`src/hdl/xrg_pkg.sv`:
```
`default_nettype none

package xrg_pkg;

   localparam int UPC_W = 5;

   localparam logic [2:0] KIND_SEED   = 3'd0;
   localparam logic [2:0] KIND_LOAD   = 3'd1;
   localparam logic [2:0] KIND_LONG   = 3'd2;
   localparam logic [2:0] KIND_INT    = 3'd3;
   localparam logic [2:0] KIND_DOUBLE = 3'd4;

   localparam logic [63:0] SEED_GOLD  = 64'h9e3779b97f4a7c15;
   localparam logic [63:0] SEED_SQRT2 = 64'h6a09e667f3bcc909;
   localparam logic [63:0] MIX_MUL_A  = 64'hbf58476d1ce4e5b9;
   localparam logic [63:0] MIX_MUL_B  = 64'h94d049bb133111eb;

   // microcode step addresses
   localparam logic [UPC_W-1:0] UPC_IDLE      = 5'd0;
   localparam logic [UPC_W-1:0] UPC_SEED      = 5'd1;
   localparam logic [UPC_W-1:0] UPC_ROUND     = 5'd2;
   localparam logic [UPC_W-1:0] UPC_RND_MA0   = 5'd3;
   localparam logic [UPC_W-1:0] UPC_RND_MA1   = 5'd4;
   localparam logic [UPC_W-1:0] UPC_RND_MA2   = 5'd5;
   localparam logic [UPC_W-1:0] UPC_RND_MA3   = 5'd6;
   localparam logic [UPC_W-1:0] UPC_RND_XS27  = 5'd7;
   localparam logic [UPC_W-1:0] UPC_RND_MB0   = 5'd8;
   localparam logic [UPC_W-1:0] UPC_RND_MB1   = 5'd9;
   localparam logic [UPC_W-1:0] UPC_RND_MB2   = 5'd10;
   localparam logic [UPC_W-1:0] UPC_RND_MB3   = 5'd11;
   localparam logic [UPC_W-1:0] UPC_RND_XS31  = 5'd12;
   localparam logic [UPC_W-1:0] UPC_RND_STORE = 5'd13;
   localparam logic [UPC_W-1:0] UPC_LOAD      = 5'd14;
   localparam logic [UPC_W-1:0] UPC_LONG_D1   = 5'd15;
   localparam logic [UPC_W-1:0] UPC_LONG_EMIT = 5'd16;
   localparam logic [UPC_W-1:0] UPC_INT_D1    = 5'd17;
   localparam logic [UPC_W-1:0] UPC_INT_D2    = 5'd18;
   localparam logic [UPC_W-1:0] UPC_INT_MUL   = 5'd19;
   localparam logic [UPC_W-1:0] UPC_INT_LIM   = 5'd20;
   localparam logic [UPC_W-1:0] UPC_DIV_INIT  = 5'd21;
   localparam logic [UPC_W-1:0] UPC_DIV_STEP  = 5'd22;
   localparam logic [UPC_W-1:0] UPC_REJECT    = 5'd23;
   localparam logic [UPC_W-1:0] UPC_ZERO      = 5'd24;
   localparam logic [UPC_W-1:0] UPC_RE_D1     = 5'd25;
   localparam logic [UPC_W-1:0] UPC_RE_D2     = 5'd26;
   localparam logic [UPC_W-1:0] UPC_RE_MUL    = 5'd27;
   localparam logic [UPC_W-1:0] UPC_EMIT_PROD = 5'd28;
   localparam logic [UPC_W-1:0] UPC_EMIT_ZERO = 5'd29;

   typedef enum logic [2:0] {
      C_ALWAYS,
      C_FIRST,
      C_FREE,
      C_LIM,
      C_DIV_LAST,
      C_REJECT,
      C_ZERO
   } cond_type;

   typedef enum logic [1:0] {
      MA_NONE,
      MA_VLO,
      MA_VHI,
      MA_ACC
   } mul_a_type;

   typedef enum logic [2:0] {
      MB_ALO,
      MB_AHI,
      MB_BLO,
      MB_BHI,
      MB_BOUND
   } mul_b_type;

   typedef enum logic [2:0] {
      ACC_NONE,
      ACC_SET,
      ACC_ADDHI,
      ACC_ADD_V,
      ACC_DRAW
   } acc_op_type;

   typedef enum logic [2:0] {
      V_NONE,
      V_SEED,
      V_XS30,
      V_XS27,
      V_XS31,
      V_H,
      V_SLO
   } v_op_type;

   typedef enum logic [1:0] {
      S_NONE,
      S_LOAD,
      S_MIX_STORE,
      S_STEP
   } s_op_type;

   typedef enum logic [1:0] {
      DV_NONE,
      DV_INIT,
      DV_STEP
   } div_op_type;

   typedef enum logic [1:0] {
      O_NONE,
      O_SUM,
      O_PROD,
      O_ZERO
   } out_op_type;

   typedef struct packed {
      cond_type         cond;
      logic [UPC_W-1:0] next_t;
      logic [UPC_W-1:0] next_f;
      mul_a_type        mul_a;
      mul_b_type        mul_b;
      acc_op_type       acc_op;
      v_op_type         v_op;
      s_op_type         s_op;
      div_op_type       div_op;
      out_op_type       out_op;
   } ctl_word_type;

   localparam ctl_word_type CW_NOP = '{
      cond: C_ALWAYS, next_t: UPC_IDLE, next_f: UPC_IDLE, mul_a: MA_NONE, mul_b: MB_ALO,
      acc_op: ACC_NONE, v_op: V_NONE, s_op: S_NONE, div_op: DV_NONE, out_op: O_NONE};

   function automatic logic [UPC_W-1:0] dispatch(input logic [2:0] kind);
      logic [UPC_W-1:0] upc;
      case (kind)
         KIND_SEED:   upc = UPC_SEED;
         KIND_LOAD:   upc = UPC_LOAD;
         KIND_LONG:   upc = UPC_LONG_D1;
         KIND_INT:    upc = UPC_INT_D1;
         KIND_DOUBLE: upc = UPC_LONG_D1;
         default:     upc = UPC_IDLE;
      endcase
      return upc;
   endfunction

   function automatic ctl_word_type ucode_rom(input logic [UPC_W-1:0] upc);
      ctl_word_type w;
      w = CW_NOP;
      case (upc)
         UPC_SEED: begin
            w.v_op = V_SEED;
            w.next_t = UPC_ROUND;
         end
         UPC_ROUND: begin
            w.v_op = V_XS30;
            w.next_t = UPC_RND_MA0;
         end
         UPC_RND_MA0: begin
            w.mul_a = MA_VLO;
            w.mul_b = MB_ALO;
            w.next_t = UPC_RND_MA1;
         end
         UPC_RND_MA1: begin
            w.acc_op = ACC_SET;
            w.mul_a = MA_VLO;
            w.mul_b = MB_AHI;
            w.next_t = UPC_RND_MA2;
         end
         UPC_RND_MA2: begin
            w.acc_op = ACC_ADDHI;
            w.mul_a = MA_VHI;
            w.mul_b = MB_ALO;
            w.next_t = UPC_RND_MA3;
         end
         UPC_RND_MA3: begin
            w.acc_op = ACC_ADDHI;
            w.next_t = UPC_RND_XS27;
         end
         UPC_RND_XS27: begin
            w.v_op = V_XS27;
            w.next_t = UPC_RND_MB0;
         end
         UPC_RND_MB0: begin
            w.mul_a = MA_VLO;
            w.mul_b = MB_BLO;
            w.next_t = UPC_RND_MB1;
         end
         UPC_RND_MB1: begin
            w.acc_op = ACC_SET;
            w.mul_a = MA_VLO;
            w.mul_b = MB_BHI;
            w.next_t = UPC_RND_MB2;
         end
         UPC_RND_MB2: begin
            w.acc_op = ACC_ADDHI;
            w.mul_a = MA_VHI;
            w.mul_b = MB_BLO;
            w.next_t = UPC_RND_MB3;
         end
         UPC_RND_MB3: begin
            w.acc_op = ACC_ADDHI;
            w.next_t = UPC_RND_XS31;
         end
         UPC_RND_XS31: begin
            w.v_op = V_XS31;
            w.next_t = UPC_RND_STORE;
         end
         UPC_RND_STORE: begin
            w.s_op = S_MIX_STORE;
            w.v_op = V_H;
            w.cond = C_FIRST;
            w.next_t = UPC_ROUND;
            w.next_f = UPC_IDLE;
         end
         UPC_LOAD: begin
            w.s_op = S_LOAD;
         end
         UPC_LONG_D1: begin
            w.s_op = S_STEP;
            w.acc_op = ACC_DRAW;
            w.v_op = V_SLO;
            w.next_t = UPC_LONG_EMIT;
         end
         UPC_LONG_EMIT: begin
            w.out_op = O_SUM;
            w.cond = C_FREE;
            w.next_t = UPC_IDLE;
            w.next_f = UPC_LONG_EMIT;
         end
         UPC_INT_D1: begin
            w.s_op = S_STEP;
            w.acc_op = ACC_DRAW;
            w.v_op = V_SLO;
            w.next_t = UPC_INT_D2;
         end
         UPC_INT_D2: begin
            w.acc_op = ACC_ADD_V;
            w.next_t = UPC_INT_MUL;
         end
         UPC_INT_MUL: begin
            w.mul_a = MA_ACC;
            w.mul_b = MB_BOUND;
            w.next_t = UPC_INT_LIM;
         end
         UPC_INT_LIM: begin
            w.cond = C_LIM;
            w.next_t = UPC_DIV_INIT;
            w.next_f = UPC_EMIT_PROD;
         end
         UPC_DIV_INIT: begin
            w.div_op = DV_INIT;
            w.next_t = UPC_DIV_STEP;
         end
         UPC_DIV_STEP: begin
            w.div_op = DV_STEP;
            w.cond = C_DIV_LAST;
            w.next_t = UPC_REJECT;
            w.next_f = UPC_DIV_STEP;
         end
         UPC_REJECT: begin
            w.cond = C_REJECT;
            w.next_t = UPC_ZERO;
            w.next_f = UPC_EMIT_PROD;
         end
         UPC_ZERO: begin
            w.cond = C_ZERO;
            w.next_t = UPC_EMIT_ZERO;
            w.next_f = UPC_RE_D1;
         end
         UPC_RE_D1: begin
            w.s_op = S_STEP;
            w.acc_op = ACC_DRAW;
            w.v_op = V_SLO;
            w.next_t = UPC_RE_D2;
         end
         UPC_RE_D2: begin
            w.acc_op = ACC_ADD_V;
            w.next_t = UPC_RE_MUL;
         end
         UPC_RE_MUL: begin
            w.mul_a = MA_ACC;
            w.mul_b = MB_BOUND;
            w.next_t = UPC_REJECT;
         end
         UPC_EMIT_PROD: begin
            w.out_op = O_PROD;
            w.cond = C_FREE;
            w.next_t = UPC_IDLE;
            w.next_f = UPC_EMIT_PROD;
         end
         UPC_EMIT_ZERO: begin
            w.out_op = O_ZERO;
            w.cond = C_FREE;
            w.next_t = UPC_IDLE;
            w.next_f = UPC_EMIT_ZERO;
         end
         default: begin
            w = CW_NOP;
         end
      endcase
      return w;
   endfunction

endpackage

`default_nettype wire

```
`src/hdl/xoroshiro_random_generator.sv`:
```
`default_nettype none

// Xoroshiro128++ generator with seeding, raw state load and long, double and
// bounded int draws. A 30-step microcode table drives one datapath with a
// single registered 32x32 multiplier and a one-bit-per-cycle remainder unit.
// A word is taken only while the sequencer sits at its idle step. Then load
// copies the raw state, long or double draw and emit, seed runs two mixing
// rounds of 12 steps (each 64-bit multiply done as three 32x32 partial
// products), and bounded int draws and multiplies, with the rejection
// threshold remainder computed once when the low product falls below the
// bound and a redraw per rejection. Kinds 5 to 7 are taken and dropped. A
// result waits in an output register; the next word is accepted while it waits,
// and its emit step holds for as long as the waiting result is stalled.
module xoroshiro_random_generator
   import xrg_pkg::*;
(
   input  wire logic        clock,
   input  wire logic        reset,
   input  wire logic        req_valid,
   output      logic        req_stall,
   input  wire logic [2:0]  req_kind,
   input  wire logic [63:0] req_word_low,
   input  wire logic [63:0] req_word_high,
   input  wire logic [31:0] req_bound,
   output      logic        rsp_valid,
   input  wire logic        rsp_stall,
   output      logic [63:0] rsp_value
);

   logic [UPC_W-1:0] pc_ff, pc_in;
   logic [63:0]      wl_ff, wl_in;
   logic [63:0]      wh_ff, wh_in;
   logic [31:0]      bound_ff, bound_in;
   logic             dbl_ff, dbl_in;
   logic [63:0]      s_lo_ff, s_lo_in;
   logic [63:0]      s_hi_ff, s_hi_in;
   logic [63:0]      v_ff, v_in;
   logic [63:0]      h_ff, h_in;
   logic [63:0]      acc_ff, acc_in;
   logic [63:0]      prod_ff, prod_in;
   logic             phase_ff, phase_in;
   logic [31:0]      rem_ff, rem_in;
   logic [31:0]      dvd_ff, dvd_in;
   logic [4:0]       cnt_ff, cnt_in;
   logic             rsp_valid_ff, rsp_valid_in;
   logic [63:0]      rsp_value_ff, rsp_value_in;

   ctl_word_type cw;
   logic         accept;
   logic         free;
   logic         cond_ok;
   logic [31:0]  mul_a;
   logic [31:0]  mul_b;
   logic [63:0]  draw_sum;
   logic [63:0]  draw_rot;
   logic [63:0]  bx;
   logic [63:0]  sum_av;
   logic [63:0]  seed_l;
   logic [32:0]  rem_try;
   logic [32:0]  rem_sub;

   assign cw       = ucode_rom(pc_ff);
   assign accept   = req_valid && (pc_ff == UPC_IDLE);
   assign free     = !rsp_valid_ff || !rsp_stall;
   assign draw_sum = s_lo_ff + s_hi_ff;
   assign draw_rot = {draw_sum[46:0], draw_sum[63:47]};
   assign bx       = s_lo_ff ^ s_hi_ff;
   assign sum_av   = acc_ff + v_ff;
   assign seed_l   = wl_ff ^ SEED_SQRT2;
   assign rem_try  = {rem_ff, dvd_ff[31]};
   assign rem_sub  = rem_try - {1'b0, bound_ff};

   assign req_stall = (pc_ff != UPC_IDLE);
   assign rsp_valid = rsp_valid_ff;
   assign rsp_value = rsp_value_ff;

   // condition select
   always_comb begin
      case (cw.cond)
         C_ALWAYS:   cond_ok = 1'b1;
         C_FIRST:    cond_ok = !phase_ff;
         C_FREE:     cond_ok = free;
         C_LIM:      cond_ok = (prod_ff[31:0] < bound_ff);
         C_DIV_LAST: cond_ok = (cnt_ff == '1);
         C_REJECT:   cond_ok = (prod_ff[31:0] < rem_ff);
         C_ZERO:     cond_ok = ((s_lo_ff | s_hi_ff) == 64'd0);
         default:    cond_ok = 1'b1;
      endcase
   end

   // multiplier operands
   always_comb begin
      case (cw.mul_a)
         MA_VLO:  mul_a = v_ff[31:0];
         MA_VHI:  mul_a = v_ff[63:32];
         MA_ACC:  mul_a = acc_ff[31:0];
         default: mul_a = 32'd0;
      endcase
      case (cw.mul_b)
         MB_ALO:   mul_b = MIX_MUL_A[31:0];
         MB_AHI:   mul_b = MIX_MUL_A[63:32];
         MB_BLO:   mul_b = MIX_MUL_B[31:0];
         MB_BHI:   mul_b = MIX_MUL_B[63:32];
         MB_BOUND: mul_b = bound_ff;
         default:  mul_b = 32'd0;
      endcase
   end

   always_comb begin
      pc_in        = pc_ff;
      wl_in        = wl_ff;
      wh_in        = wh_ff;
      bound_in     = bound_ff;
      dbl_in       = dbl_ff;
      s_lo_in      = s_lo_ff;
      s_hi_in      = s_hi_ff;
      v_in         = v_ff;
      h_in         = h_ff;
      acc_in       = acc_ff;
      prod_in      = prod_ff;
      phase_in     = phase_ff;
      rem_in       = rem_ff;
      dvd_in       = dvd_ff;
      cnt_in       = cnt_ff;
      rsp_valid_in = rsp_valid_ff && rsp_stall;
      rsp_value_in = rsp_value_ff;

      // sequencer
      if (pc_ff == UPC_IDLE) begin
         if (accept) begin
            pc_in    = dispatch(req_kind);
            wl_in    = req_word_low;
            wh_in    = req_word_high;
            bound_in = req_bound;
            dbl_in   = (req_kind == KIND_DOUBLE);
         end
      end else begin
         pc_in = cond_ok ? cw.next_t : cw.next_f;
      end

      if (cw.mul_a != MA_NONE) begin
         prod_in = {32'd0, mul_a} * {32'd0, mul_b};
      end

      case (cw.acc_op)
         ACC_SET:   acc_in = prod_ff;
         ACC_ADDHI: acc_in = {acc_ff[63:32] + prod_ff[31:0], acc_ff[31:0]};
         ACC_ADD_V: acc_in = sum_av;
         ACC_DRAW:  acc_in = draw_rot;
         default:   acc_in = acc_ff;
      endcase

      case (cw.v_op)
         V_SEED: begin
            v_in     = seed_l;
            h_in     = seed_l + SEED_GOLD;
            phase_in = 1'b0;
         end
         V_XS30:  v_in = v_ff ^ (v_ff >> 30);
         V_XS27:  v_in = acc_ff ^ (acc_ff >> 27);
         V_XS31:  v_in = acc_ff ^ (acc_ff >> 31);
         V_H:     v_in = h_ff;
         V_SLO:   v_in = s_lo_ff;
         default: v_in = v_ff;
      endcase

      case (cw.s_op)
         S_LOAD: begin
            s_lo_in = wl_ff;
            s_hi_in = wh_ff;
         end
         S_MIX_STORE: begin
            if (!phase_ff) begin
               s_lo_in = v_ff;
            end else begin
               s_hi_in = v_ff;
            end
            phase_in = !phase_ff;
         end
         S_STEP: begin
            s_lo_in = {s_lo_ff[14:0], s_lo_ff[63:15]} ^ bx ^ (bx << 21);
            s_hi_in = {bx[35:0], bx[63:36]};
         end
         default: begin
            s_lo_in = s_lo_ff;
         end
      endcase

      // restoring remainder, one dividend bit per step
      case (cw.div_op)
         DV_INIT: begin
            rem_in = 32'd0;
            dvd_in = 32'd0 - bound_ff;
            cnt_in = 5'd0;
         end
         DV_STEP: begin
            rem_in = rem_sub[32] ? rem_try[31:0] : rem_sub[31:0];
            dvd_in = {dvd_ff[30:0], 1'b0};
            cnt_in = cnt_ff + 5'd1;
         end
         default: begin
            rem_in = rem_ff;
         end
      endcase

      if ((cw.out_op != O_NONE) && free) begin
         rsp_valid_in = 1'b1;
         case (cw.out_op)
            O_SUM:   rsp_value_in = dbl_ff ? {11'd0, sum_av[63:11]} : sum_av;
            O_PROD:  rsp_value_in = {32'd0, prod_ff[63:32]};
            default: rsp_value_in = 64'd0;
         endcase
      end
   end

   always_ff @(posedge clock) begin
      if (reset) begin
         pc_ff        <= UPC_IDLE;
         s_lo_ff      <= 64'd0;
         s_hi_ff      <= 64'd0;
         phase_ff     <= 1'b0;
         rsp_valid_ff <= 1'b0;
      end else begin
         pc_ff        <= pc_in;
         s_lo_ff      <= s_lo_in;
         s_hi_ff      <= s_hi_in;
         phase_ff     <= phase_in;
         rsp_valid_ff <= rsp_valid_in;
      end
   end

   always_ff @(posedge clock) begin
      wl_ff        <= wl_in;
      wh_ff        <= wh_in;
      bound_ff     <= bound_in;
      dbl_ff       <= dbl_in;
      v_ff         <= v_in;
      h_ff         <= h_in;
      acc_ff       <= acc_in;
      prod_ff      <= prod_in;
      rem_ff       <= rem_in;
      dvd_ff       <= dvd_in;
      cnt_ff       <= cnt_in;
      rsp_value_ff <= rsp_value_in;
   end

endmodule

`default_nettype wire
```
`config.mk`:
```
export PLATFORM = sky130hd
export DESIGN_NAME = xoroshiro_random_generator
export DESIGN_NICKNAME = d
export VERILOG_FILES = /design/src/hdl/xrg_pkg.sv /design/src/hdl/xoroshiro_random_generator.sv
export SDC_FILE = /design/constraint.sdc
export NUM_CORES = 2
export LEC_CHECK = 0
export BUFFER_PORTS_ARGS = -buffer_cell sky130_fd_sc_hd__buf_4
export CAP_MARGIN = 30
export CORE_MARGIN = 10
export CORE_UTILIZATION = 30
export CTS_CLUSTER_SIZE = 30
export DETAILED_ROUTE_END_ITERATION = 8
export PLACE_DENSITY = 0.4
export SETUP_SLACK_MARGIN = 0.2
export SYNTH_ARGS = -nofsm -noshare
export SYNTH_HDL_FRONTEND = slang
export SYNTH_SLANG_ARGS = --single-unit
```
`constraint.sdc`:
```
create_clock -name clock -period 9.76 [get_ports clock]
set_input_delay 1.464 -clock clock [delete_from_list [all_inputs] [get_ports clock]]
set_output_delay 1.464 -clock clock [all_outputs]
set_load 0.005 [all_outputs]
```
==> impl_summary.txt <==
----------------------------------------------------
[Global routing]
  Pin count of the biggest net entering global routing ... between 150 and 200
  Leftover overflow at the end of global routing ... 0
  Aggregate global-route resource usage ... 0.3070
  Global-route wire length before repair ... ~600 mm
  Via count of the first global-routing pass ... 72.10k
  Number of antenna violations at the first check in global routing ... 38

[Floorplan]
  Die X ... 535.7 um
  Die Footprint ... 287000 um2
  Initial standard-cell utilization of the core ... 0.3012
  Die extent in y ... 535.7 um
  I/O Pins ... 233
  Placeable core region ... 264900 um2
  # rows ... 189

[Min path]
  Origin of the worst min-delay path ... phase_ff
  Min-delay worst type ... flop to flop

[CTS]
  CTS tree ... done
  Root Driver ... clkbuf_16
  Clock insertion delay at the later pin of the skew report ... ~800 ps
  Maximum buffer depth of the clock tree ... 3
  Hold-fix buffer count after cts ... 0
  Clock-pin slew on the worst setup and hold paths ... 70 ps
  Number of buffers inserted during clock tree synthesis ... between 80 and 90
  Maximum level of the CTS H-tree ... 3
  Clock sink count ... a little under 700

[Final layout]
  Post-layout instance area ... 91960 um2
  Synthesis-to-finish area growth ... 15.26%
  Most frequent cells in the layout ... inv_1 (1142), nand2_1 (1016), fa_1 (900)
  Share of layout cells above drive strength 1 ... 0.1087
  Final layout net count ... between 10k and 15k
  Final core utilization ... 0.3472
  Most frequent standard cell in the layout excluding fill and tap cells ... inv_1
  Filler Cell Count ... 27.52k

[Detailed routing]
  Residual antenna-violating net count after detailed routing ... 0
  Routed length per instance ... approximately 36 um
  Number of search-and-repair iterations in the first detailed-routing pass ... 9
  Count of vias placed by the detailed router ... just over 70k
  Wire length after detailed routing ... 455.1 mm
  DRC violation count after routing ... 0
  Drt initial violations ... 8007
  Drt via density ... 5.648

[Logic synthesis]
  Syn_nets ... 10.53k
  Average size of a mapped cell ... around 9 um2
  Yosys warns ... 0
  Count of different cell masters after synthesis ... between 90 and 100
  Primary FF master, synth ... edfxtp_1
  Proportion of synthesized chip area in sequential cells ... 0.2409
  Synthesized instance count ... 8877
  Post-synth EDFFs ... 550
  Area of the mapped netlist ... 79790 um2
  Share of synthesized flip-flops with an asynchronous set or reset ... 0
  Total of flip-flops plus latches after synthesis ... 685

[Setup path]
  Stage delay of the slowest cell on the critical path ... about 600 ps
  Startpoint types ... flop
  Crit path capture type ... flop
  WS Path Type ... flop to flop
  Most frequent cell on the critical path ... fa_1
  CP Max Fanout ... 17
  Data arrival time at the worst-slack endpoint ... ~10000 ps
  Data required time at the worst endpoint ... between 10000 and 15000 ps
  Origin of the critical flop-to-flop path ... pc_ff[1]
  Critical path startpoint ... pc_ff[1]
  Crit path max-delay cell type ... fa_1

[STA]
  Time the worst path needs with I/O delays and setup ... around 9000 ps
  Transition time of the tightest slew-check pin ... 1189 ps
  Final Hold Viols ... 0
  Skew final ... 77.64 ps
  Final Max Tran Viols ... 0
  Final worst setup slack ... approximately 490 ps
  Number of setup violations in the final report ... 0
  Fmax ... around 0.11 GHz
  Headroom to the max-slew limit ... 0.2038
  Unrepaired setup endpoints after global routing ... no
  Final clock period utilization by the worst path ... 0.9496

[Placement]
  Post-Place Cell Area ... 88300 um2
  Last weighted congestion value of the routability-driven placer ... 1.013
  Number of buffer cells added on primary ports ... 232
  Pre-CTS WS ... -170.9 ps
  DP HPWL ... between 300 and 400 mm

[Run]
  Max Cap Violations ... 0

[Run status]
  Result of the run ... finished clean

----------------------------------------------------
==> flip-flops by register name, indices dropped and copies added (netlist names) <==
signal,count
acc_ff,64
bound_ff,32
cnt_ff,5
dbl_ff,1
dvd_ff,32
h_ff,64
pc_ff,5
phase_ff,1
prod_ff,64
rem_ff,32
rsp_valid,1
rsp_value,64
s_hi_ff,64
s_lo_ff,64
v_ff,64
wh_ff,64
wl_ff,64
==> timing repair <==
action / CTS / global route
setup buffers: 0 / 8
setup endpoints to repair: 13 / 22
resized for setup: 7 / 53
pin swaps: 0 / 5
cloned: 0 / 3
==> worst max-delay path: cells and delay by family, from the launching register on <==
family,cells,cell delay (ps)
buffers and inverters,8,1080
XOR/XNOR,1,90
flip-flops,1,350
AO/OA/AOI/OAI,7,1510
adder cells (fa/ha/maj),9,4310
AND/OR/NAND/NOR,8,1600
==> cell families (layout without fill, tap and decap cells) <==
group | count (synthesis) | in the layout | share of synthesized area
flops | 685 | 685 | 0.2409
simple gates | 2611 | 2611 | 0.1424
compound gates | 1865 | 1865 | 0.1584
fa+ha+maj | 1486 | 1486 | 0.3177
buf+inv | 1682 | 2015 | 0.07962
xor+xnor | 503 | 503 | 0.05522
mux | 45 | 45 | 0.005771
other cells | 0 | 9 | 0
==> through the flow <==
| step | hold WS, ps | setup TNS (ps) | std cells |
|---|---|---|---|
| finish | 454.2 | 0 | 12752 |
| global route | 495.1 | 0 | 12744 |
| CTS | 451.0 | 0 | 12725 |
| detailed placement | 441.9 | -360.1 | 12561 |
| global placement | 441.9 | -87.60 | 12551 |
| floorplan | 431.2 | 0 | 8877 |
==> path summary, 6_finish.rpt <==
check | to | slack [ps] | cells past startpoint
min reg2reg | phase_ff | 450 | 2
max reg2reg | prod_ff[62] | 490 | 33
max | prod_ff[62] | 490 | 33
min | phase_ff | 450 | 2
==> synth_stat cells, drive strengths merged, types with 102 or more instances <==
cell,n,area share
a21o,121,0.011
xnor2,369,0.041
nor3,156,0.0098
clkbuf,492,0.023
nor2,884,0.042
a211oi,102,0.0097
a221oi,148,0.017
a21oi,429,0.027
nand3,112,0.0071
ha,586,0.092
dfxtp,135,0.034
edfxtp,550,0.21
a22oi,162,0.015
fa,900,0.23
xor2,134,0.015
o21ai,330,0.021
nand2,1033,0.049
inv,1144,0.054
==> layer usage <==
layer | up-vias | global-route usage | wire [um]
li1 | 30664 | - | -
met1 | 37133 | 0.4125 | 192100
met5 | - | 0 | 124
met3 | 765 | 0.06137 | 37020
met2 | 3444 | 0.4660 | 196800
met4 | 18 | 0.1606 | 28990
==> cell type report <==
class                   instances  area (um2)  area share
diodes                          9       22.52   0.0002449
clock buffers                 108        2327     0.02531
repair buffers                706        6226     0.06770
inverters                    1145        4302     0.04678
well taps                    3533        4420     0.04807
clock inverters                56       823.3    0.008953
flip-flops and latches        685       19220      0.2091
multi-input cells            6510       54610      0.5939
Power is not shown: default switching activity piles up to over one toggle a cycle in this logic, so the estimate is an artifact.
